`config.mk`:
```
export PLATFORM = sky130hd
export DESIGN_NAME = mpct_event_fifo
export DESIGN_NICKNAME = d
export VERILOG_FILES = /design/src/design/mpct_pkg.sv /design/src/design/mpct_event_fifo.sv
export SDC_FILE = /design/constraint.sdc
export NUM_CORES = 1
export LEC_CHECK = 0
export ABC_AREA = 0
export BUFFER_PORTS_ARGS = -buffer_cell sky130_fd_sc_hd__buf_2
export CELL_PAD_IN_SITES_DETAIL_PLACEMENT = 1
export CELL_PAD_IN_SITES_GLOBAL_PLACEMENT = 1
export CORE_MARGIN = 4
export CORE_UTILIZATION = 35
export DETAILED_ROUTE_END_ITERATION = 8
export PLACE_DENSITY_LB_ADDON = 0.05
export SETUP_SLACK_MARGIN = 0.15
export SLEW_MARGIN = 5
export SYNTH_ARGS = -nofsm -noshare
export SYNTH_HDL_FRONTEND = slang
export SYNTH_SLANG_ARGS = --single-unit
```
`constraint.sdc`:
```
create_clock -name aclk -period 7.14 [get_ports aclk]
set_clock_uncertainty 0.1 [all_clocks]
set_input_delay 1.071 -clock aclk [delete_from_list [all_inputs] [get_ports aclk]]
set_output_delay 1.071 -clock aclk [all_outputs]
set_load 0.05 [all_outputs]
```
`src/design/mpct_pkg.sv`:
```
// ----------------------------------------------------------------------------
// mpct_pkg
// shared constants, codes and beat types of the midi channel state tracker
// ----------------------------------------------------------------------------
package mpct_pkg;

    localparam int CHANNELS   = 16;
    localparam int KEYS       = 128;
    localparam int CTRL_COUNT = 128;

    // key words live below CTRL_BASE, controller words at CTRL_BASE and above it
    localparam int CTRL_BASE = CHANNELS * KEYS;
    localparam int TBL_DEPTH = CHANNELS * (KEYS + CTRL_COUNT);
    localparam int TBL_AW    = $clog2(TBL_DEPTH);
    localparam int CH_AW     = (CHANNELS > 1) ? $clog2(CHANNELS) : 1;

    // key word: note state, velocity, key pressure (controller value in low bits)
    localparam int KEY_W  = 15;
    // channel word: bend, channel pressure, program
    localparam int CHAN_W = 28;

    localparam int FIFO_DEPTH = 4;
    localparam int FIFO_AW    = $clog2(FIFO_DEPTH);
    localparam int FIFO_CW    = FIFO_AW + 1;

    localparam logic [7:0] ST_SYSEX = 8'hF0;
    localparam logic [7:0] ST_MTC   = 8'hF1;
    localparam logic [7:0] ST_SPP   = 8'hF2;
    localparam logic [7:0] ST_SONG  = 8'hF3;
    localparam logic [7:0] ST_TUNE  = 8'hF6;
    localparam logic [7:0] ST_EOX   = 8'hF7;
    localparam logic [7:0] ST_CLOCK = 8'hF8;
    localparam logic [7:0] ST_START = 8'hFA;
    localparam logic [7:0] ST_CONT  = 8'hFB;
    localparam logic [7:0] ST_STOP  = 8'hFC;
    localparam logic [7:0] ST_SENSE = 8'hFE;
    localparam logic [7:0] ST_RESET = 8'hFF;
    localparam logic [7:0] ST_NONE  = 8'h00;

    localparam logic [3:0] HI_NOTE_OFF = 4'h8;
    localparam logic [3:0] HI_NOTE_ON  = 4'h9;
    localparam logic [3:0] HI_KEYPRESS = 4'hA;
    localparam logic [3:0] HI_CTRL     = 4'hB;
    localparam logic [3:0] HI_PROG     = 4'hC;
    localparam logic [3:0] HI_CHPRESS  = 4'hD;
    localparam logic [3:0] HI_BEND     = 4'hE;

    typedef enum logic [4:0] {
        EV_NOTE     = 5'd0,
        EV_VELOCITY = 5'd1,
        EV_KEYPRESS = 5'd2,
        EV_CTRL     = 5'd3,
        EV_PROG     = 5'd4,
        EV_CHPRESS  = 5'd5,
        EV_BEND     = 5'd6,
        EV_MTC      = 5'd7,
        EV_SPP      = 5'd8,
        EV_SONG     = 5'd9,
        EV_TUNE     = 5'd10,
        EV_CLOCK    = 5'd11,
        EV_START    = 5'd12,
        EV_CONT     = 5'd13,
        EV_STOP     = 5'd14,
        EV_SENSE    = 5'd15,
        EV_RESET    = 5'd16,
        EV_ERROR    = 5'd17
    } ev_kind_t;

    typedef enum logic [2:0] {
        OP_DIRECT,
        OP_NOTE,
        OP_KEYPRESS,
        OP_CTRL,
        OP_PROG,
        OP_CHPRESS,
        OP_BEND
    } op_code_t;

    typedef struct packed {
        ev_kind_t    kind;
        logic [3:0]  ch;
        logic [6:0]  idx;
        logic [13:0] val;
        logic        last;
    } event_t;

    typedef struct packed {
        op_code_t          code;
        ev_kind_t          kind;
        logic [3:0]        ch;
        logic [6:0]        idx;
        logic [13:0]       val;
        logic              note_on;
        logic [TBL_AW-1:0] addr;
    } op_req_t;

    typedef struct packed {
        logic [1:0] cnt;
        event_t     ev0;
        event_t     ev1;
    } ev_push_t;

    typedef struct packed {
        logic clearing;
        logic busy;
    } tbl_status_t;

endpackage

```
`src/design/mpct_event_fifo.sv`:
```
// ----------------------------------------------------------------------------
// mpct_event_fifo
// small event queue, takes up to two events per cycle, gives one per beat
// ----------------------------------------------------------------------------
module mpct_event_fifo (
    input  logic                         aclk,
    input  logic                         aresetn,
    input  mpct_pkg::ev_push_t           push,
    output logic                         out_valid,
    input  logic                         out_ready,
    output mpct_pkg::event_t             out_event,
    output logic [mpct_pkg::FIFO_CW-1:0] count
);

    mpct_pkg::event_t             q_reg [mpct_pkg::FIFO_DEPTH];
    logic [mpct_pkg::FIFO_AW-1:0] wr_ptr_reg;
    logic [mpct_pkg::FIFO_AW-1:0] rd_ptr_reg;
    logic [mpct_pkg::FIFO_CW-1:0] count_reg;
    logic [mpct_pkg::FIFO_AW-1:0] wr_ptr_b;
    logic                         pop;

    assign out_valid = count_reg != '0;
    assign out_event = q_reg[rd_ptr_reg];
    assign pop       = out_valid && out_ready;
    assign count     = count_reg;
    assign wr_ptr_b  = wr_ptr_reg + 1'b1;

    always_ff @(posedge aclk) begin
        if (push.cnt != 2'd0) begin
            q_reg[wr_ptr_reg] <= push.ev0;
        end
        if (push.cnt == 2'd2) begin
            q_reg[wr_ptr_b] <= push.ev1;
        end
    end

    always_ff @(posedge aclk) begin
        if (!aresetn) begin
            wr_ptr_reg <= '0;
            rd_ptr_reg <= '0;
            count_reg  <= '0;
        end else begin
            wr_ptr_reg <= wr_ptr_reg + mpct_pkg::FIFO_AW'(push.cnt);
            if (pop) begin
                rd_ptr_reg <= rd_ptr_reg + 1'b1;
            end
            count_reg <= count_reg + mpct_pkg::FIFO_CW'(push.cnt) -
                         mpct_pkg::FIFO_CW'(pop);
        end
    end

    a_no_overflow: assert property (@(posedge aclk) disable iff (!aresetn)
        (32'(count_reg) + 32'(push.cnt)) <= mpct_pkg::FIFO_DEPTH)
        else $error("event queue overflow");

endmodule

```
Word-level counts from Yosys, hierarchy flattened
Memory sizes are Yosys's and may differ from the RTL's. A register that Yosys moved wholly into a read port is not among the register bits.
Index checks and enable logic that the tools add are counted.
{"block": "totals", "ff_bits": 7, "mem_bits_rw": 124, "out_inout_bits": 35, "mem_count": 1}
{"block": "classes", "n_addsub": 5, "n_eq_ne": 1, "mux": 6, "reduce_logical": 3}
{"memory": "q_reg", "words": 4, "width": 31, "rd": 1, "rd_ports_with_merged_regs": 1, "wr": 2, "line": "mpct_event_fifo.sv:15", "rtl": "mpct_pkg::event_t q_reg [mpct_pkg::FIFO_DEPTH];"}
{"operator": "2-bit by 1-bit adder with 2-bit output, second input constant", "count": 2}
{"operator": "1-bit 2-to-1 mux", "count": 4}
{"operator": "2-bit 2-to-1 mux", "count": 2}
{"operator": "3-bit by 2-bit adder with 3-bit output", "count": 1}
{"operator": "3-bit nonzero test", "count": 1}
{"operator": "3-bit by 1-bit subtractor with 3-bit output", "count": 1}
{"operator": "2-bit adder", "count": 1}
{"operator": "2-bit equality test, second input constant", "count": 1}
{"operator": "2-bit nonzero test", "count": 1}
{"operator": "1-bit logical AND", "count": 1}

Longest topological paths before layout
{"block": "depth", "ltp_word": 4, "ltp_mapped": 7}

Worst setup path before layout
No wires, ideal clock.
{"block": "synth_path", "path_type": "input to register", "from": "in push[63] (netlist bit)", "to": "mem q_reg[0][0] (netlist bit) (enable)", "setup_time_ns": 0.462, "arrival_time_ns": 3.495, "t_required_ns": 6.578, "setup_slack_ns": 3.083, "cell_stages": 3, "path_cell_list": "buf_4 -> o21bai_1 -> o21ai_0"}
{"item": "start, declared", "line": "mpct_event_fifo.sv:8", "rtl": "input mpct_pkg::ev_push_t push,"}
{"item": "end, declared", "line": "mpct_event_fifo.sv:15"}

==> key figures <==
Floorplanning
  – Floorplan core area: approximately 0.019 mm²
  – Die footprint: 0.0213 mm²
  – Row count: 50
  – Die width: ~150 µm
  – Starting density of the core: 0.355
  – IO Count: 102
  – Die Height: around 150 µm

Synth
  – Syn Area/Cell: 19.1 µm²
  – Compound-gate portion of the synthesized area: 0.00565
  – Synth Instances: between 300 and 400
  – Post-Synth Adder-Cell Area: 0.0105
  – Ys flop type: edfxtp_1
  – FF+latch count, synth: ~130
  – Main combinational cell family by area after synthesis: multiplexers
  – Share of the synthesized area in the top cell type: 0.560
  – Xor/xnor share of the synthesized area: 0.00678
  – Sequential fraction of the synthesis area: 0.587
  – Post-synth top area cell: edfxtp_1
  – Post-synth EDFFs: between 100 and 150
  – Multiplexer share of the synthesized area: 0.338
  – YS warnings: 0
  – Post-synthesis simple-gate area fraction: 0.0186
  – Post-synth cell types: 31
  – Fraction of registers with async set/reset: 0
  – Synthesized Nets: 420
  – Synth top area cells: edfxtp_1, mux2_2, mux4_2, mux2_4, dfxtp_1
  – Post-Syn Area: 0.00665 mm²

Pwr
  – Logic pwr share: 0.280
  – Power density cells: ~340 mW/mm²
  – Leak: about 2.9 nW
  – Seq pwr share: 0.373
  – Switching power: just under 0.9 mW
  – Internal: around 1.9 mW
  – Peak supply drop: between 0.2 and 0.25 mV
  – Switching part of the total power: 0.323
  – Power share of the clock group: 0.347

Critical path
  – Critical Path End Type: output pin
  – Crit path required time: roughly 6.0 ns
  – Critical Path Fanout Max: 23
  – R2r setup slk: between 3 and 4 ns
  – Setup crit start kind: flip-flop
  – CP Capture Point: out_event[25]
  – Worst r2r dst: q_reg[0][17]
  – Reg2reg path depth: 4
  – Critical path arrival: roughly 2.4 ns
  – Critical path class: reg2out
  – Reg2reg start: wr_ptr_reg[1]

STA
  – RSZ-0062 raised after global routing: false
  – Endpoints failing hold: 0
  – Max-Slew Margin vs Limit: 0.322
  – Final setup violation count: 0
  – Final setup TNS: 0 ns
  – F_max: about 280 MHz
  – Crit share post-route: 0.494
  – Period minus WS final: about 3.5 ns
  – Worst slew pin tran: 1.01 ns
  – Final Slew Violations: 0

Clock network
  – Clock Sinks: between 100 and 150
  – Clock latency on the worst-skew pair: ~0.4 ns
  – CTS Buf Count: 17
  – CTS Root Cell: clkbuf_16
  – CTS resizes: 0
  – Setup bufs post-CTS: 0
  – TritonCTS clock tree: done
  – Hold-fix buffers at CTS: 0
  – H-tree lvl count: 4
  – Clock transition at path regs: roughly 0.060 ns
  – Worst-case clock buffer depth: 2

Detailed routing
  – DRC: 0
  – Drt total wl: 15,700 µm
  – Initial DRC Count: 172
  – Via density: between 5 and 6
  – Antenna Nets Post-Route: 0
  – WL/cell: about 22 µm
  – DR pass1 iterations: 4
  – Via count: ~3,500

Layout
  – Max reg flops: about 120
  – N_diodes: 0
  – Share of layout cells above drive strength 1: 0.639
  – Area growth syn-to-layout: 20.4%
  – Final core utilization: 0.428
  – # nets final: ~530

Worst hold path
  – Worst Hold Class: reg2reg

GRT
  – Initial antenna violation count: 0
  – First-pass GRT wire length: 24,400 µm
  – Vias in the first global route: 4,085
  – Largest net degree at the start of global routing: 33
  – All-layer global routing usage: 0.152
  – Gr ovfl total: 0

Placement
  – DPL Wire Length: 9780 µm
  – GP Congestion: roughly 0.7
  – IO buf count: ~100

Job
  – Max-Cap Viols: 0

Run status
  – Status: finished clean
## layer usage
layer | GRT usage | wire (µm) | vias up
li1 | - | - | 1618
met1 | 0.192 | 6890 | 1838
met2 | 0.262 | 8090 | 76
met3 | 0.0402 | 584 | 8
met4 | 0.0370 | 115 | 0
met5 | 0 | 0 | -
## cell usage after synthesis, types with 3 or more instances
library cell	count
and2_1	3
mux2_1	3
buf_2	6
buf_6	7
mux2i_1	4
dfxtp_1	9
ha_1	4
mux4_2	31
inv_1	7
buf_12	3
edfxtp_1	124
mux2_2	92
mux2_4	29
## cell type report
type | instances | area (µm²)
fillers | 1846 | 10700
repair buffers | 109 | 566
clock buffers | 17 | 425
inverters | 7 | 26.3
well taps | 234 | 293
multi-input cells | 187 | 2570
clock inverters | 15 | 211
flip-flops and latches | 133 | 3910
## worst max-delay path: stages, from the launching register on
cell	delay (ns)
dfxtp_2	0.54
buf_4	0.52
mux4_2	0.62
buf_2	0.24
## worst min-delay path by stage
stage	start	end	cells past startpoint
finish	rd_ptr_reg[1]	flip-flop	2
detailed placement	rd_ptr_reg[1]	flip-flop	2
global placement	rd_ptr_reg[1]	flip-flop	2
global route	rd_ptr_reg[0]	rd_ptr_reg[0]	2
CTS	rd_ptr_reg[1]	flip-flop	2
floorplan	rd_ptr_reg[1]	flip-flop	2
## power by group through the flow
stage | clock [mW] | combinational (mW) | sequential [mW]
2_1_floorplan | 0 | 0.591 | 1.03
3_3_place_gp | 0 | 0.775 | 1.04
3_5_place_dp | 0 | 0.781 | 1.04
4_1_cts | 0.970 | 0.784 | 1.02
5_1_grt | 1.01 | 0.813 | 1.03
6_report | 0.950 | 0.767 | 1.02
## layout by cell type, fill, tap and decap left out, drive strengths merged
master and instances:
o21bai 2, nand2 2, mux2 124, clkinv 7, and4bb 1, edfxtp 124, bufinv 5, nor2b 2
ha 4, inv 7, o31a 1, xnor3 2, dfxtp 9, nand4b 1, buf 109, mux2i 4
nor4b 1, or3 1, and2 3, o311ai 1, nand2b 2, nor2 2, nor4bb 1, fa 1
clkinvlp 3, o21ai 1, mux4 31, clkbuf 17
## through the flow
stage	total power [mW]	area (µm²)	setup WS [ns]	std cells	hold slack [ns]
after global routing	2.85	8000	3.45	702	0.427
after floorplan	1.62	6650	3.08	348	0.349
after detailed placement	1.82	7360	3.28	670	0.371
after CTS	2.78	8000	3.52	702	0.380
final	2.74	8000	3.61	702	0.376
after global placement	1.81	7360	3.34	670	0.353
## kinds of logic after synthesis
logic type               count (synthesis)
multiplexers                           159
flip-flops                             133
buffers and inverters                   28
AND/OR/NAND/NOR                         16
AO/OA/AOI/OAI                            5
adder cells (fa/ha/maj)                  5
XOR/XNOR                                 2
Note: power is estimated with default switching activity, not from simulation.
