File: config.mk
export PLATFORM = sky130hd
export DESIGN_NAME = mpct_parser
export DESIGN_NICKNAME = d
export VERILOG_FILES = /design/src/design/mpct_pkg.sv /design/src/design/mpct_parser.sv
export SDC_FILE = /design/constraint.sdc
export NUM_CORES = 1
export LEC_CHECK = 0
export BUFFER_PORTS_ARGS = -buffer_cell sky130_fd_sc_hd__buf_4
export CAP_MARGIN = 5
export CELL_PAD_IN_SITES_DETAIL_PLACEMENT = 0
export CELL_PAD_IN_SITES_GLOBAL_PLACEMENT = 1
export CORE_ASPECT_RATIO = 1.25
export CORE_MARGIN = 5
export CORE_UTILIZATION = 37
export DETAILED_ROUTE_END_ITERATION = 7
export GPL_ROUTABILITY_DRIVEN = 0
export PLACE_DENSITY = 0.89
export SYNTH_ARGS = -nofsm -noshare
export SYNTH_HDL_FRONTEND = slang
export SYNTH_SLANG_ARGS = --single-unit
File: constraint.sdc
create_clock -name aclk -period 2.95 [get_ports aclk]
set_input_delay 0.59 -clock aclk [delete_from_list [all_inputs] [get_ports aclk]]
set_output_delay 0.59 -clock aclk [all_outputs]
set_load 0.05 [all_outputs]
File: src/design/mpct_pkg.sv
// ----------------------------------------------------------------------------
// mpct_pkg
// shared constants, codes and beat types of the midi channel state tracker
// ----------------------------------------------------------------------------
package mpct_pkg;

    localparam int CHANNELS   = 16;
    localparam int KEYS       = 128;
    localparam int CTRL_COUNT = 128;

    // key words live below CTRL_BASE, controller words at CTRL_BASE and above it
    localparam int CTRL_BASE = CHANNELS * KEYS;
    localparam int TBL_DEPTH = CHANNELS * (KEYS + CTRL_COUNT);
    localparam int TBL_AW    = $clog2(TBL_DEPTH);
    localparam int CH_AW     = (CHANNELS > 1) ? $clog2(CHANNELS) : 1;

    // key word: note state, velocity, key pressure (controller value in low bits)
    localparam int KEY_W  = 15;
    // channel word: bend, channel pressure, program
    localparam int CHAN_W = 28;

    localparam int FIFO_DEPTH = 4;
    localparam int FIFO_AW    = $clog2(FIFO_DEPTH);
    localparam int FIFO_CW    = FIFO_AW + 1;

    localparam logic [7:0] ST_SYSEX = 8'hF0;
    localparam logic [7:0] ST_MTC   = 8'hF1;
    localparam logic [7:0] ST_SPP   = 8'hF2;
    localparam logic [7:0] ST_SONG  = 8'hF3;
    localparam logic [7:0] ST_TUNE  = 8'hF6;
    localparam logic [7:0] ST_EOX   = 8'hF7;
    localparam logic [7:0] ST_CLOCK = 8'hF8;
    localparam logic [7:0] ST_START = 8'hFA;
    localparam logic [7:0] ST_CONT  = 8'hFB;
    localparam logic [7:0] ST_STOP  = 8'hFC;
    localparam logic [7:0] ST_SENSE = 8'hFE;
    localparam logic [7:0] ST_RESET = 8'hFF;
    localparam logic [7:0] ST_NONE  = 8'h00;

    localparam logic [3:0] HI_NOTE_OFF = 4'h8;
    localparam logic [3:0] HI_NOTE_ON  = 4'h9;
    localparam logic [3:0] HI_KEYPRESS = 4'hA;
    localparam logic [3:0] HI_CTRL     = 4'hB;
    localparam logic [3:0] HI_PROG     = 4'hC;
    localparam logic [3:0] HI_CHPRESS  = 4'hD;
    localparam logic [3:0] HI_BEND     = 4'hE;

    typedef enum logic [4:0] {
        EV_NOTE     = 5'd0,
        EV_VELOCITY = 5'd1,
        EV_KEYPRESS = 5'd2,
        EV_CTRL     = 5'd3,
        EV_PROG     = 5'd4,
        EV_CHPRESS  = 5'd5,
        EV_BEND     = 5'd6,
        EV_MTC      = 5'd7,
        EV_SPP      = 5'd8,
        EV_SONG     = 5'd9,
        EV_TUNE     = 5'd10,
        EV_CLOCK    = 5'd11,
        EV_START    = 5'd12,
        EV_CONT     = 5'd13,
        EV_STOP     = 5'd14,
        EV_SENSE    = 5'd15,
        EV_RESET    = 5'd16,
        EV_ERROR    = 5'd17
    } ev_kind_t;

    typedef enum logic [2:0] {
        OP_DIRECT,
        OP_NOTE,
        OP_KEYPRESS,
        OP_CTRL,
        OP_PROG,
        OP_CHPRESS,
        OP_BEND
    } op_code_t;

    typedef struct packed {
        ev_kind_t    kind;
        logic [3:0]  ch;
        logic [6:0]  idx;
        logic [13:0] val;
        logic        last;
    } event_t;

    typedef struct packed {
        op_code_t          code;
        ev_kind_t          kind;
        logic [3:0]        ch;
        logic [6:0]        idx;
        logic [13:0]       val;
        logic              note_on;
        logic [TBL_AW-1:0] addr;
    } op_req_t;

    typedef struct packed {
        logic [1:0] cnt;
        event_t     ev0;
        event_t     ev1;
    } ev_push_t;

    typedef struct packed {
        logic clearing;
        logic busy;
    } tbl_status_t;

endpackage

File: src/design/mpct_parser.sv
// ----------------------------------------------------------------------------
// mpct_parser
// running status byte parser, turns complete messages into table requests
// ----------------------------------------------------------------------------
module mpct_parser (
    input  logic              aclk,
    input  logic              aresetn,
    input  logic              accept,
    input  logic [7:0]        midi_byte,
    output logic              op_valid,
    output mpct_pkg::op_req_t op
);

    logic [7:0] rs_reg, rs_next;
    logic [6:0] first_reg, first_next;
    logic       held_reg, held_next;
    logic       sysex_reg, sysex_next;

    logic [3:0] hi;
    logic [3:0] ch;
    logic       need2;
    logic [6:0] d1;
    logic [6:0] d2;
    logic       key_ok;
    logic       ch_ok;
    logic [mpct_pkg::TBL_AW-1:0] key_addr;
    logic [mpct_pkg::TBL_AW-1:0] ctrl_addr;

    assign hi    = rs_reg[7:4];
    assign ch    = rs_reg[3:0];
    assign need2 = !(hi == mpct_pkg::HI_PROG || hi == mpct_pkg::HI_CHPRESS ||
                     rs_reg == mpct_pkg::ST_MTC || rs_reg == mpct_pkg::ST_SONG);
    assign d1    = need2 ? first_reg : midi_byte[6:0];
    assign d2    = midi_byte[6:0];
    assign key_ok = 32'(d1) < mpct_pkg::KEYS;
    assign ch_ok  = 32'(ch) < mpct_pkg::CHANNELS;
    assign key_addr  = mpct_pkg::TBL_AW'(32'(ch) * mpct_pkg::KEYS + 32'(d1));
    assign ctrl_addr = mpct_pkg::TBL_AW'(mpct_pkg::CTRL_BASE +
                       32'(ch) * mpct_pkg::CTRL_COUNT + 32'(d1));

    always_comb begin
        rs_next    = rs_reg;
        first_next = first_reg;
        held_next  = held_reg;
        sysex_next = sysex_reg;
        op         = '0;
        op_valid   = 1'b0;
        if (accept) begin
            if (midi_byte >= mpct_pkg::ST_CLOCK) begin
                // realtime, parser state untouched unless undefined
                op_valid = 1'b1;
                op.code  = mpct_pkg::OP_DIRECT;
                case (midi_byte)
                    mpct_pkg::ST_CLOCK: op.kind = mpct_pkg::EV_CLOCK;
                    mpct_pkg::ST_START: op.kind = mpct_pkg::EV_START;
                    mpct_pkg::ST_CONT:  op.kind = mpct_pkg::EV_CONT;
                    mpct_pkg::ST_STOP:  op.kind = mpct_pkg::EV_STOP;
                    mpct_pkg::ST_SENSE: op.kind = mpct_pkg::EV_SENSE;
                    mpct_pkg::ST_RESET: op.kind = mpct_pkg::EV_RESET;
                    default: begin
                        op.kind    = mpct_pkg::EV_ERROR;
                        rs_next    = mpct_pkg::ST_NONE;
                        held_next  = 1'b0;
                        sysex_next = 1'b0;
                    end
                endcase
            end else if (midi_byte[7]) begin
                held_next  = 1'b0;
                sysex_next = 1'b0;
                op.code    = mpct_pkg::OP_DIRECT;
                if (midi_byte < mpct_pkg::ST_SYSEX) begin
                    rs_next = midi_byte;
                end else begin
                    case (midi_byte)
                        mpct_pkg::ST_SYSEX: begin
                            rs_next    = mpct_pkg::ST_NONE;
                            sysex_next = 1'b1;
                        end
                        mpct_pkg::ST_EOX: begin
                            rs_next  = mpct_pkg::ST_NONE;
                            op_valid = !sysex_reg;
                            op.kind  = mpct_pkg::EV_ERROR;
                        end
                        mpct_pkg::ST_MTC, mpct_pkg::ST_SPP, mpct_pkg::ST_SONG: begin
                            rs_next = midi_byte;
                        end
                        mpct_pkg::ST_TUNE: begin
                            rs_next  = mpct_pkg::ST_NONE;
                            op_valid = 1'b1;
                            op.kind  = mpct_pkg::EV_TUNE;
                        end
                        default: begin
                            rs_next  = mpct_pkg::ST_NONE;
                            op_valid = 1'b1;
                            op.kind  = mpct_pkg::EV_ERROR;
                        end
                    endcase
                end
            end else if (!sysex_reg && rs_reg != mpct_pkg::ST_NONE) begin
                if (need2 && !held_reg) begin
                    first_next = midi_byte[6:0];
                    held_next  = 1'b1;
                end else begin
                    held_next = 1'b0;
                    op.ch     = ch;
                    op.idx    = d1;
                    op.val    = {7'd0, d2};
                    case (rs_reg)
                        mpct_pkg::ST_MTC: begin
                            rs_next  = mpct_pkg::ST_NONE;
                            op_valid = 1'b1;
                            op.code  = mpct_pkg::OP_DIRECT;
                            op.kind  = mpct_pkg::EV_MTC;
                            op.ch    = 4'd0;
                            op.idx   = {4'd0, midi_byte[6:4]};
                            op.val   = {10'd0, midi_byte[3:0]};
                        end
                        mpct_pkg::ST_SPP: begin
                            rs_next  = mpct_pkg::ST_NONE;
                            op_valid = 1'b1;
                            op.code  = mpct_pkg::OP_DIRECT;
                            op.kind  = mpct_pkg::EV_SPP;
                            op.ch    = 4'd0;
                            op.idx   = 7'd0;
                            op.val   = {d2, d1};
                        end
                        mpct_pkg::ST_SONG: begin
                            rs_next  = mpct_pkg::ST_NONE;
                            op_valid = 1'b1;
                            op.code  = mpct_pkg::OP_DIRECT;
                            op.kind  = mpct_pkg::EV_SONG;
                            op.ch    = 4'd0;
                            op.idx   = 7'd0;
                        end
                        default: begin
                            op.addr = key_addr;
                            case (hi)
                                mpct_pkg::HI_NOTE_OFF, mpct_pkg::HI_NOTE_ON: begin
                                    op_valid   = ch_ok && key_ok;
                                    op.code    = mpct_pkg::OP_NOTE;
                                    op.note_on = (hi == mpct_pkg::HI_NOTE_ON) && (d2 != 7'd0);
                                end
                                mpct_pkg::HI_KEYPRESS: begin
                                    op_valid = ch_ok && key_ok;
                                    op.code  = mpct_pkg::OP_KEYPRESS;
                                end
                                mpct_pkg::HI_CTRL: begin
                                    op_valid = ch_ok;
                                    op.code  = mpct_pkg::OP_CTRL;
                                    op.addr  = ctrl_addr;
                                end
                                mpct_pkg::HI_PROG: begin
                                    op_valid = ch_ok;
                                    op.code  = mpct_pkg::OP_PROG;
                                    op.idx   = 7'd0;
                                end
                                mpct_pkg::HI_CHPRESS: begin
                                    op_valid = ch_ok;
                                    op.code  = mpct_pkg::OP_CHPRESS;
                                    op.idx   = 7'd0;
                                end
                                default: begin
                                    op_valid = ch_ok;
                                    op.code  = mpct_pkg::OP_BEND;
                                    op.idx   = 7'd0;
                                    op.val   = {d2, d1};
                                end
                            endcase
                        end
                    endcase
                end
            end
        end
    end

    always_ff @(posedge aclk) begin
        if (!aresetn) begin
            rs_reg    <= mpct_pkg::ST_NONE;
            first_reg <= 7'd0;
            held_reg  <= 1'b0;
            sysex_reg <= 1'b0;
        end else begin
            rs_reg    <= rs_next;
            first_reg <= first_next;
            held_reg  <= held_next;
            sysex_reg <= sysex_next;
        end
    end

endmodule

Word-level counts from Yosys, hierarchy flattened
Index checks and enable logic that the tools add are counted.
Word-level totals
  bits in registers: 17
  bits of input ports: 11
  logic and storage cells: 105
  output and inout bits: 47
Cells by class
  reductions and logical operators: 26
  eq/ne operators: 23
  muxes and demuxes: 45
  add/subtract/negate cells: 3
  bitwise operators: 2
  $lt $le $gt $ge: 2
Operators with widths (number)
  $mux W46: 3
  $eq A8 B8 Y1 const B: 15
  $mux W8: 10
  $mux W38: 2
  $pmux W14 S3: 1
  $pmux W5 S6: 1
  $eq A4 B4 Y1 const B: 6
  $pmux W8 S3: 1
  $mux W1: 16
  $pmux W3 S5: 1
  $mux W14: 1
  $mux W7: 2
  $pmux W7 S2: 1
  $mux W13: 1
  $add A11 B7 Y12: 1
  $add A12 B11 Y12 const A: 1
  $add A12 B7 Y12: 1
  $mux W12: 1
  $reduce_or A6 Y1: 2
  $pmux W5 S2: 1
  $reduce_and A5 Y1: 2
  $ge A8 B8 Y1 const B: 1
  $lt A8 B8 Y1 const B: 1
  $reduce_bool A8 Y1: 1
  16 further kinds: 28

Longest topological paths before layout
Gate-level depths: netlist (run 1).
  depth in word-level cells: 13
  gate-level depth with buffers: 8
  depth with buffers taken out: 4

Least setup slack after synthesis (run 1)
No wires, ideal clock.
  path kind: input port to output port
  start point: input port midi_byte[7]
  end point: output port op[43] (netlist name)
  path buffers: 1
  setup slack: -0.308 ns
  arrival time: 2.668 ns
  cell stages on the path: 5
  required time: 2.360 ns
  path through: and4_1 clkbuf_1 a21oi_1 nand4_2 nor3b_1
RTL lines
  start, declared: RTL line mpct_parser.sv:9  | input logic [7:0] midi_byte,
  end, declared: RTL line mpct_parser.sv:11  | output mpct_pkg::op_req_t op

==> impl_metrics.env, run 1 <==
export IMPL_status="completed"
export IMPL_reg2reg_slack_ns=1.00
export IMPL_ys_seq_area_frac=0.194
export IMPL_reg2regPathDepth=6
export IMPL_ios=58
export IMPL_largest_register_ffs=8
export IMPL_worst_pin_slew_ns=0.510
export IMPL_cts_root_buf="clkbuf_8"
export IMPL_antenna_found_initial=0
export IMPL_p_leak_nw=0.980
export IMPL_skew_ns=0.00156
export IMPL_synth_area_top_cells="dfxtp_1 19%, mux2i_1 14%, nand2_1 5.8%, and3_1 5.3%, nor2_1 4.3%"
export IMPL_worstSkewPairLatency_ns=0.26
export IMPL_fmax_mhz=359
export IMPL_clock_sinks=17
export IMPL_hpwlAfterDp_mm=4.12
export IMPL_avgSynthCellArea_um2=7.74
export IMPL_slew_headroom=0.657
export IMPL_fp_dieH_um=87.1
export IMPL_end_kind="output pin"
export IMPL_fin_crit_ns=2.78
export IMPL_synth_ff_type="dfxtp_1"
export IMPL_seqPwrFrac=0.410
export IMPL_grt_pass1_wl_mm=8.91
export IMPL_syn_inst=227
export IMPL_yosysWarnings=0
export IMPL_cp_start_kind="flop"
export IMPL_die_x_um=71.7
export IMPL_drtIter0Drc=143
export IMPL_final_nets=286
export IMPL_viasPerCell=5.68
export IMPL_pre_cts_ws_ns=0.181
export IMPL_wl_per_cell_um=16.5
export IMPL_p_sw_frac=0.347
export IMPL_yosys_area_top_type="dfxtp_1"
export IMPL_cts_made_buffers=3
export IMPL_p_int_uw=411
export IMPL_holdBufCountCts=0
export IMPL_slew_viol_final=0
export IMPL_io_buffers=57
export IMPL_core_um2=4660
export IMPL_grt_setup_unrepaired="no"
export IMPL_utilization=0.491
export IMPL_die_area_um2=6240
export IMPL_grt_ovfl_total=0
export IMPL_fin_crit_sh=0.943
export IMPL_vias=1896
export IMPL_setup_viol_count_final=0
export IMPL_power_total_uw=630
export IMPL_synth_area_um2=1760
export IMPL_rr_startpoint="rs_reg[7]"
export IMPL_dp_cells=330
export IMPL_syn_nets=238
export IMPL_firstDrtPassIters=4
export IMPL_area_growth_pct=30.0
export IMPL_final_setup_worst_slack_ns=0.167
export IMPL_synth_seq_cells=17
export IMPL_arrival_ns=2.19
export IMPL_peakVddDrop_uv=195
export IMPL_wl_mm=5.52
export IMPL_synth_cell_types=53
export IMPL_synth_top_cell_area_share=0.194
export IMPL_endpoint="op[11]"
export IMPL_power_frac_comb=0.293
export IMPL_htreeDepth=1
export IMPL_grt_pass1_vias=1781
export IMPL_timing_rr_end="first_reg[3]"
export IMPL_final_cells=334
export IMPL_cp_startpoint="rs_reg[7]"
export IMPL_clk_pin_slew_ns=0.07
export IMPL_hp_class="flop to flop"
export IMPL_hold_viol_final=0
export IMPL_start_util=0.377
export IMPL_required_ns=2.36
export IMPL_synthArstFlopShare=0
export IMPL_cts_buffer_depth=2
export IMPL_powerDensity_nw_per_um2=275
export IMPL_synth_edf_count=0
export IMPL_drc=0
export IMPL_grt_usage=0.178
export IMPL_clkPwrFrac=0.297
export IMPL_p_sw_uw=218
export IMPL_rows=28
export IMPL_postRouteAntennaNets=0
export IMPL_max_cap_violations=0
export IMPL_path_max_fanout=16
export IMPL_cts_tree="built"
export IMPL_critPathKind="flop to output pin"
export IMPL_grt_max_degree=29
export IMPL_diodes=0
export IMPL_layout_drive_gt1_share=0.339
## layer usage
metal / global-route usage / up-vias / wire (µm)
li1: - / 932 / -
met1: 0.224 / 895 / 2380
met2: 0.303 / 62 / 2710
met3: 0.0277 / 7 / 336
met4: 0.0701 / 0 / 93
met5: 0 / - / 0
## power by group through the flow
stage | Sequential [mW] | Clock (mW) | Combinational (mW)
finish | 0.258 | 0.187 | 0.185
floorplan | 0.255 | 0 | 0.140
detailed placement | 0.263 | 0 | 0.182
CTS | 0.257 | 0.188 | 0.183
global placement | 0.263 | 0 | 0.180
global route | 0.261 | 0.200 | 0.200
## layout by cell type (no fill, tap or decap), types with 2 or more instances in the layout
cell and count:
or3_1 6, a211oi_1 3, a211oi_2 4, clkbuf_8 3, nor3_1 2, nand2b_1 2
nor2b_1 2, nand4_1 4, nand3b_1 3, o21ai_0 7, and4_1 3, buf_4 67
a32o_1 4, nor3b_2 2, a31oi_1 5, mux2i_1 24, a22oi_1 3, nand3_1 5
nor3b_1 4, a21oi_1 10, and3_1 15, nand2_1 27, dfxtp_1 16, nor2_1 20
inv_1 6
## worst max-delay path, stage by stage (launching register included)
cell,delay [ns]
dfxtp_1,0.48
nor4_2,0.13
a311oi_4,0.46
buf_4,0.20
and3_4,0.24
and4_1,0.22
buf_4,0.20
## Yosys cell counts, types with 3 or more instances
cell	instances
nand3b_1	3
nand3_1	5
a211oi_1	4
nand4_1	4
a22oi_1	3
a32o_1	4
clkbuf_1	12
and3_1	15
dfxtp_1	17
and4_1	3
o21ai_0	7
nor2_1	20
mux2i_1	24
a31oi_1	5
inv_1	6
buf_2	6
nand2_1	27
a211oi_2	3
or3_1	6
a21oi_1	10
nor3b_1	6
## stage by stage
| step | setup TNS [ns] | hold slack, ns | area (µm²) |
|---|---|---|---|
| final | 0 | 0.488 | 2290 |
| after global routing | 0 | 0.518 | 2290 |
| after CTS | 0 | 0.488 | 2270 |
| after detailed placement | 0 | 0.478 | 2230 |
| after global placement | 0 | 0.457 | 2230 |
| after floorplan | -0.884 | 0.447 | 1770 |
## kinds of logic after synthesis
kind of cell	share of synthesized area
buffers and inverters	0.0804
multiplexers	0.137
AO/OA/AOI/OAI	0.242
flip-flops	0.194
AND/OR/NAND/NOR	0.342
XOR/XNOR	0.00498
## area by class of cell
| cell class | count | area, µm² |
|---|---|---|
| repair buffers | 67 | 503 |
| flip-flops and latches | 17 | 342 |
| well taps | 60 | 75.1 |
| inverters | 6 | 22.5 |
| fillers | 482 | 2370 |
| multi-input cells | 180 | 1300 |
| clock buffers | 4 | 45.0 |
## timing repair
action,CTS,global route
buffers inserted,0,0
endpoints found under the hold margin,0,0
endpoints found under the setup margin,0,12
gates resized for setup,0,3
## how the worst min path moves through the flow
stage	startpoint	endpoint	cells after the start
6_report	first_reg[3]	first_reg[3]	2
5_1_grt	first_reg[2]	first_reg[2]	2
4_1_cts	first_reg[3]	first_reg[3]	2
3_5_place_dp	first_reg[3]	first_reg[3]	2
3_3_place_gp	first_reg[3]	first_reg[3]	2
2_1_floorplan	first_reg[3]	first_reg[3]	2
Note: power is estimated with default switching activity, not from simulation.
==> run 2, diff against run 1 <==
- CORE_UTILIZATION: 37 -> 33
- PLACE_DENSITY: 0.89 -> 0.84
- clock period: 2.95 -> 2.55 ns (I/O delays scaled with it)
==> run 2 against run 1 <==
Net effect:
- global-route usage grew 0.24 points
- combinational power increased by 32%
- hold slack worse by 0.0081 ns
- sequential share of layout area fell by 1.1 points
- register-to-register slack worse by 0.31 ns
- cell area rose by 11%
- critical path depth fell by 1
- first-iteration DRC count decreased by 2.8%
- sequential power rose by 16%
- routed wire length up 10%
- highest routed layer unchanged
==> impl_metrics.env, run 2 (synthesis gave the netlist of run 1 again) <==
export IMPL_grt_max_degree=29
export IMPL_cts_tree="built"
export IMPL_worst_pin_slew_ns=0.356
export IMPL_grt_ovfl_total=0
export IMPL_clk_pin_slew_ns=0.07
export IMPL_p_sw_uw=257
export IMPL_htreeDepth=1
export IMPL_power_frac_comb=0.326
export IMPL_antenna_found_initial=0
export IMPL_utilization=0.496
export IMPL_ff_latch_area_um2=353
export IMPL_end_kind="output pin"
export IMPL_start_util=0.344
export IMPL_cts_root_buf="clkbuf_8"
export IMPL_p_leak_nw=1.07
export IMPL_hp_class="flop to flop"
export IMPL_layout_drive_gt1_share=0.470
export IMPL_core_um2=5120
export IMPL_drtIter0Drc=139
export IMPL_grt_pass1_vias=1902
export IMPL_path_max_fanout=11
export IMPL_fillers=523
export IMPL_final_nets=299
export IMPL_fin_crit_sh=0.984
export IMPL_clkPwrFrac=0.276
export IMPL_ios=58
export IMPL_p_int_uw=492
export IMPL_postRouteAntennaNets=0
export IMPL_fp_dieH_um=91.6
export IMPL_viasPerCell=5.69
export IMPL_wl_mm=6.08
export IMPL_die_area_um2=6900
export IMPL_cp_slowest_stage_delay_ns=0.39
export IMPL_slew_viol_final=0
export IMPL_largest_register_ffs=8
export IMPL_seqPwrFrac=0.399
export IMPL_fmax_mhz=399
export IMPL_wl_per_cell_um=17.4
export IMPL_grt_pass1_wl_mm=9.89
export IMPL_final_setup_worst_slack_ns=0.0420
export IMPL_cp_start_kind="flop"
export IMPL_crit_chain="or3b_4, or3_4, buf_12, a211oi_4, buf_6"
export IMPL_crit_path_top_delay_cell="dfxtp_4"
export IMPL_vias=1985
export IMPL_powerDensity_nw_per_um2=295
export IMPL_max_cap_violations=0
export IMPL_arrival_ns=2.00
export IMPL_slew_headroom=0.762
export IMPL_required_ns=2.04
export IMPL_reg2reg_slack_ns=0.69
export IMPL_hold_viol_final=0
export IMPL_diodes=0
export IMPL_cts_made_buffers=3
export IMPL_setup_viol_count_final=0
export IMPL_firstDrtPassIters=4
export IMPL_grt_setup_unrepaired="yes"
export IMPL_fin_crit_ns=2.51
export IMPL_pre_cts_ws_ns=0.00489
export IMPL_critPathKind="flop to output pin"
export IMPL_p_sw_frac=0.343
export IMPL_area_growth_pct=44.5
export IMPL_cts_buffer_depth=2
export IMPL_skew_ns=0.00682
export IMPL_hpwlAfterDp_mm=4.48
export IMPL_status="completed"
export IMPL_peakVddDrop_uv=198
export IMPL_grt_usage=0.181
export IMPL_die_x_um=75.3
export IMPL_drc=0
export IMPL_clock_sinks=17
export IMPL_holdBufCountCts=0
export IMPL_io_buffers=57
export IMPL_layout_common_cells="74 x buf_4, 27 x nand2_1, 24 x mux2i_1"
export IMPL_layout_commonest_cell="buf_4"
export IMPL_multi_input_comb_area_um2=1390
export IMPL_rows=29
export IMPL_worstSkewPairLatency_ns=0.26
## run 2: cell types whose count changed in the layout (fill, tap and decap cells not counted), moves of 2 or more
cell      before  now
nor2_1        20    3
nor2_2         0   17
buf_4         67   74
dfxtp_1       16   11
a211oi_4       0    3
a21oi_1       10    7
a21oi_2        0    3
buf_12         0    3
buf_6          0    3
dfxtp_2        1    4
a211oi_2       4    2
dfxtp_4        0    2
## run 2: repair_timing
item | 4_1_cts | 5_1_grt
pin swaps | 0 | 2
gates resized for setup | 14 | 9
buffers inserted | 0 | 2
setup endpoints to repair | 25 | 34
## run 2: per-layer routing
layer	track usage	wire length, µm	vias to the layer above
li1	-	-	962
met1	0.238	2530	954
met2	0.297	3030	62
met3	0.0254	438	7
met4	0.0583	85	0
met5	0	0	-
## run 2: worst paths after layout
check | start | endpoint | cells after the start
worst max register to register | rs_reg[4] | rs_reg[1] | 5
worst min register to register | first_reg[3] | first_reg[3] | 2
worst max-delay path | rs_reg[4] | op[17] | 5
worst min-delay path | first_reg[3] | first_reg[3] | 2
## run 2: layout make-up
class	instances	area share
clock buffers	4	0.0177
multi-input cells	180	0.548
repair buffers	80	0.256
inverters	6	0.00887
flip-flops and latches	17	0.139
well taps	62	0.0305
## run 2: critical path: cells and delay by family, from the launching register on
family,cells,cell delay (ns)
AO/OA/AOI/OAI,1,0.24
buffers and inverters,2,0.35
flip-flops,1,0.39
AND/OR/NAND/NOR,2,0.76
## run 2: power groups by stage
stage          combinational, mW  sequential [mW]  clock, mW
6_report                   0.244            0.298      0.206
3_3_place_gp               0.232            0.301          0
4_1_cts                    0.238            0.298      0.212
5_1_grt                    0.265            0.301      0.222
3_5_place_dp               0.235            0.302          0
2_1_floorplan              0.169            0.295          0
## run 2: per-stage QoR
| step | TNS [ns] | hold WS (ns) | cells | cell area (µm²) | total power [mW] |
|---|---|---|---|---|---|
| floorplan | -2.10 | 0.447 | 227 | 1840 | 0.463 |
| global placement | 0 | 0.462 | 343 | 2400 | 0.533 |
| detailed placement | 0 | 0.469 | 343 | 2400 | 0.537 |
| CTS | -0.00569 | 0.481 | 347 | 2490 | 0.748 |
| global route | -0.183 | 0.501 | 349 | 2540 | 0.787 |
| finish | 0 | 0.480 | 349 | 2540 | 0.748 |
==> run 3, diff against run 2 <==
--- a/config.mk
+++ b/config.mk
@@ -6,5 +6,4 @@
 export NUM_CORES = 1
 export LEC_CHECK = 0
-export BUFFER_PORTS_ARGS = -buffer_cell sky130_fd_sc_hd__buf_4
 export CAP_MARGIN = 5
 export CELL_PAD_IN_SITES_DETAIL_PLACEMENT = 0
@@ -12,8 +11,9 @@
 export CORE_ASPECT_RATIO = 1.25
 export CORE_MARGIN = 5
-export CORE_UTILIZATION = 33
+export CORE_UTILIZATION = 37
 export DETAILED_ROUTE_END_ITERATION = 7
+export DONT_BUFFER_PORTS = 1
 export GPL_ROUTABILITY_DRIVEN = 0
-export PLACE_DENSITY = 0.84
+export PLACE_DENSITY = 0.77
 export SYNTH_ARGS = -nofsm -noshare
 export SYNTH_HDL_FRONTEND = slang
==> constraint.sdc (replaced) <==
create_clock -name aclk -period 2.55 [get_ports aclk]
set_input_delay 0.51 -clock aclk [delete_from_list [all_inputs] [get_ports aclk]]
set_output_delay 0.51 -clock aclk [all_outputs]
set_load 0.01 [all_outputs]
==> run 3 against run 2 <==
Net effect:
- hold slack lost 0.10 ns
- fmax grew 1.1%
- clock-buffer cell count shrank 1
- power shrank 11%
- combinational power shrank 35%
- clock skew shrank 0.0060 ns
- die area shrank 9.5%
- register-to-register slack is essentially flat
- global-route usage shrank 0.45 points
- setup slack gained 0.026 ns
- flip-flop and latch count is the same
- sequential share of layout area grew 4.4 points
==> impl_metrics.env, run 3 (synthesis gave the netlist of run 1 again) <==
export IMPL_grt_max_degree=29
export IMPL_die_x_um=71.7
export IMPL_seqPwrFrac=0.448
export IMPL_hold_viol_final=0
export IMPL_peakVddDrop_uv=154
export IMPL_required_ns=2.04
export IMPL_dp_cells=280
export IMPL_postRouteAntennaNets=0
export IMPL_clkPwrFrac=0.314
export IMPL_drc=0
export IMPL_final_cells=286
export IMPL_p_int_uw=464
export IMPL_crit_chain="or3b_4, or3_1, buf_4, a211oi_2"
export IMPL_antenna_found_initial=0
export IMPL_io_buffers=0
export IMPL_rows=28
export IMPL_slew_viol_final=0
export IMPL_holdBufCountCts=0
export IMPL_power_frac_comb=0.238
export IMPL_final_setup_worst_slack_ns=0.0682
export IMPL_grt_pass1_vias=1603
export IMPL_p_sw_uw=204
export IMPL_powerDensity_nw_per_um2=346
export IMPL_fmax_mhz=403
export IMPL_die_area_um2=6240
export IMPL_final_nets=238
export IMPL_start_util=0.377
export IMPL_ios=58
export IMPL_wl_per_cell_um=19.1
export IMPL_core_um2=4660
export IMPL_layout_drive_gt1_share=0.226
export IMPL_vias=1676
export IMPL_cts_buffer_depth=2
export IMPL_fin_crit_sh=0.973
export IMPL_grt_ovfl_total=0
export IMPL_max_cap_violations=0
export IMPL_critPathKind="flop to output pin"
export IMPL_area_growth_pct=9.82
export IMPL_clk_pin_slew_ns=0.07
export IMPL_hpwlAfterDp_mm=3.99
export IMPL_cts_made_buffers=3
export IMPL_end_kind="output pin"
export IMPL_layout_commonest_cell="nand2_1"
export IMPL_layout_common_cells="27 x nand2_1, 24 x mux2i_1, 20 x nor2_1"
export IMPL_p_sw_frac=0.306
export IMPL_cp_slowest_stage_delay_ns=0.42
export IMPL_path_max_fanout=11
export IMPL_largest_register_ffs=8
export IMPL_holdWs_ns=0.376
export IMPL_fin_crit_ns=2.48
export IMPL_clock_sinks=17
export IMPL_slew_headroom=0.674
export IMPL_firstDrtPassIters=4
export IMPL_wl_mm=5.46
export IMPL_fp_dieH_um=87.1
export IMPL_worstSkewPairLatency_ns=0.26
export IMPL_utilization=0.414
export IMPL_cp_top_family="simple AND/OR/NAND/NOR gates"
export IMPL_grt_usage=0.176
export IMPL_arrival_ns=1.97
export IMPL_cts_root_buf="clkbuf_8"
export IMPL_drtIter0Drc=136
export IMPL_critical_path_buf_inv_count=1
export IMPL_cts_tree="built"
export IMPL_p_leak_nw=0.723
export IMPL_fillers=490
export IMPL_htreeDepth=1
export IMPL_setup_tns_ns=0
export IMPL_grt_pass1_wl_mm=8.72
export IMPL_hp_class="input port to flop"
export IMPL_setup_viol_count_final=0
export IMPL_pre_cts_ws_ns=0.273
export IMPL_viasPerCell=5.86
export IMPL_grt_setup_unrepaired="yes"
export IMPL_diodes=0
export IMPL_worst_pin_slew_ns=0.487
export IMPL_crit_path_top_delay_cell="or3b_4"
export IMPL_skew_ns=0.000840
export IMPL_cp_start_kind="flop"
export IMPL_status="completed"
## run 3: cell types whose count changed in the layout (fill, tap and decap cells not counted), moves of 3 or more
cell | previous run | this run
nor2_2 | 17 | 0
nor2_1 | 3 | 20
buf_12 | 3 | 0
a21oi_2 | 3 | 0
buf_6 | 3 | 0
buf_4 | 74 | 19
a21oi_1 | 7 | 10
## run 3: repair_timing
| item | 4_1_cts | 5_1_grt |
|---|---|---|
| endpoints found under the setup margin | 8 | 33 |
| gates resized for setup | 3 | 9 |
| pin swaps | 0 | 1 |
| setup buffers | 0 | 2 |
## run 3: area by class of cell
class / instances / area, µm² / area share
clock inverters: 1 / 5.00 / 0.00259
flip-flops and latches: 17 / 353 / 0.183
clock buffers: 3 / 41.3 / 0.0214
well taps: 60 / 75.1 / 0.0389
repair buffers: 19 / 143 / 0.0739
inverters: 6 / 22.5 / 0.0117
multi-input cells: 180 / 1290 / 0.669
## run 3: final timing paths
check | startpoint | to | slack, ns | cells past startpoint
max | rs_reg[4] | op[17] | 0.07 | 4
max reg2reg | rs_reg[0] | held_reg | 0.69 | 6
min reg2reg | first_reg[3] | first_reg[3] | 0.48 | 2
min | midi_byte[4] | rs_reg[4] | 0.38 | 1
## run 3: stage by stage
stage | cell area [µm²] | power [mW]
floorplan | 1760 | 0.445
global placement | 1840 | 0.454
detailed placement | 1840 | 0.455
CTS | 1890 | 0.668
global route | 1930 | 0.710
finish | 1930 | 0.668
## run 3: routing by layer
layer  vias up  part of all wire  track usage  routed length [µm]
met2        51              0.48        0.294                2620
met4         0             0.015       0.0598                  80
met1       786              0.44        0.220                2410
li1        832                 -            -                   -
met5         -                 0            0                   0
met3         7             0.065       0.0427                 353
## run 3: power groups by stage
stage / registers (mW) / clock network (mW) / logic [mW]
2_1_floorplan: 0.295 / 0 / 0.150
3_3_place_gp: 0.304 / 0 / 0.149
3_5_place_dp: 0.305 / 0 / 0.151
4_1_cts: 0.299 / 0.218 / 0.152
5_1_grt: 0.302 / 0.234 / 0.174
6_report: 0.299 / 0.210 / 0.159
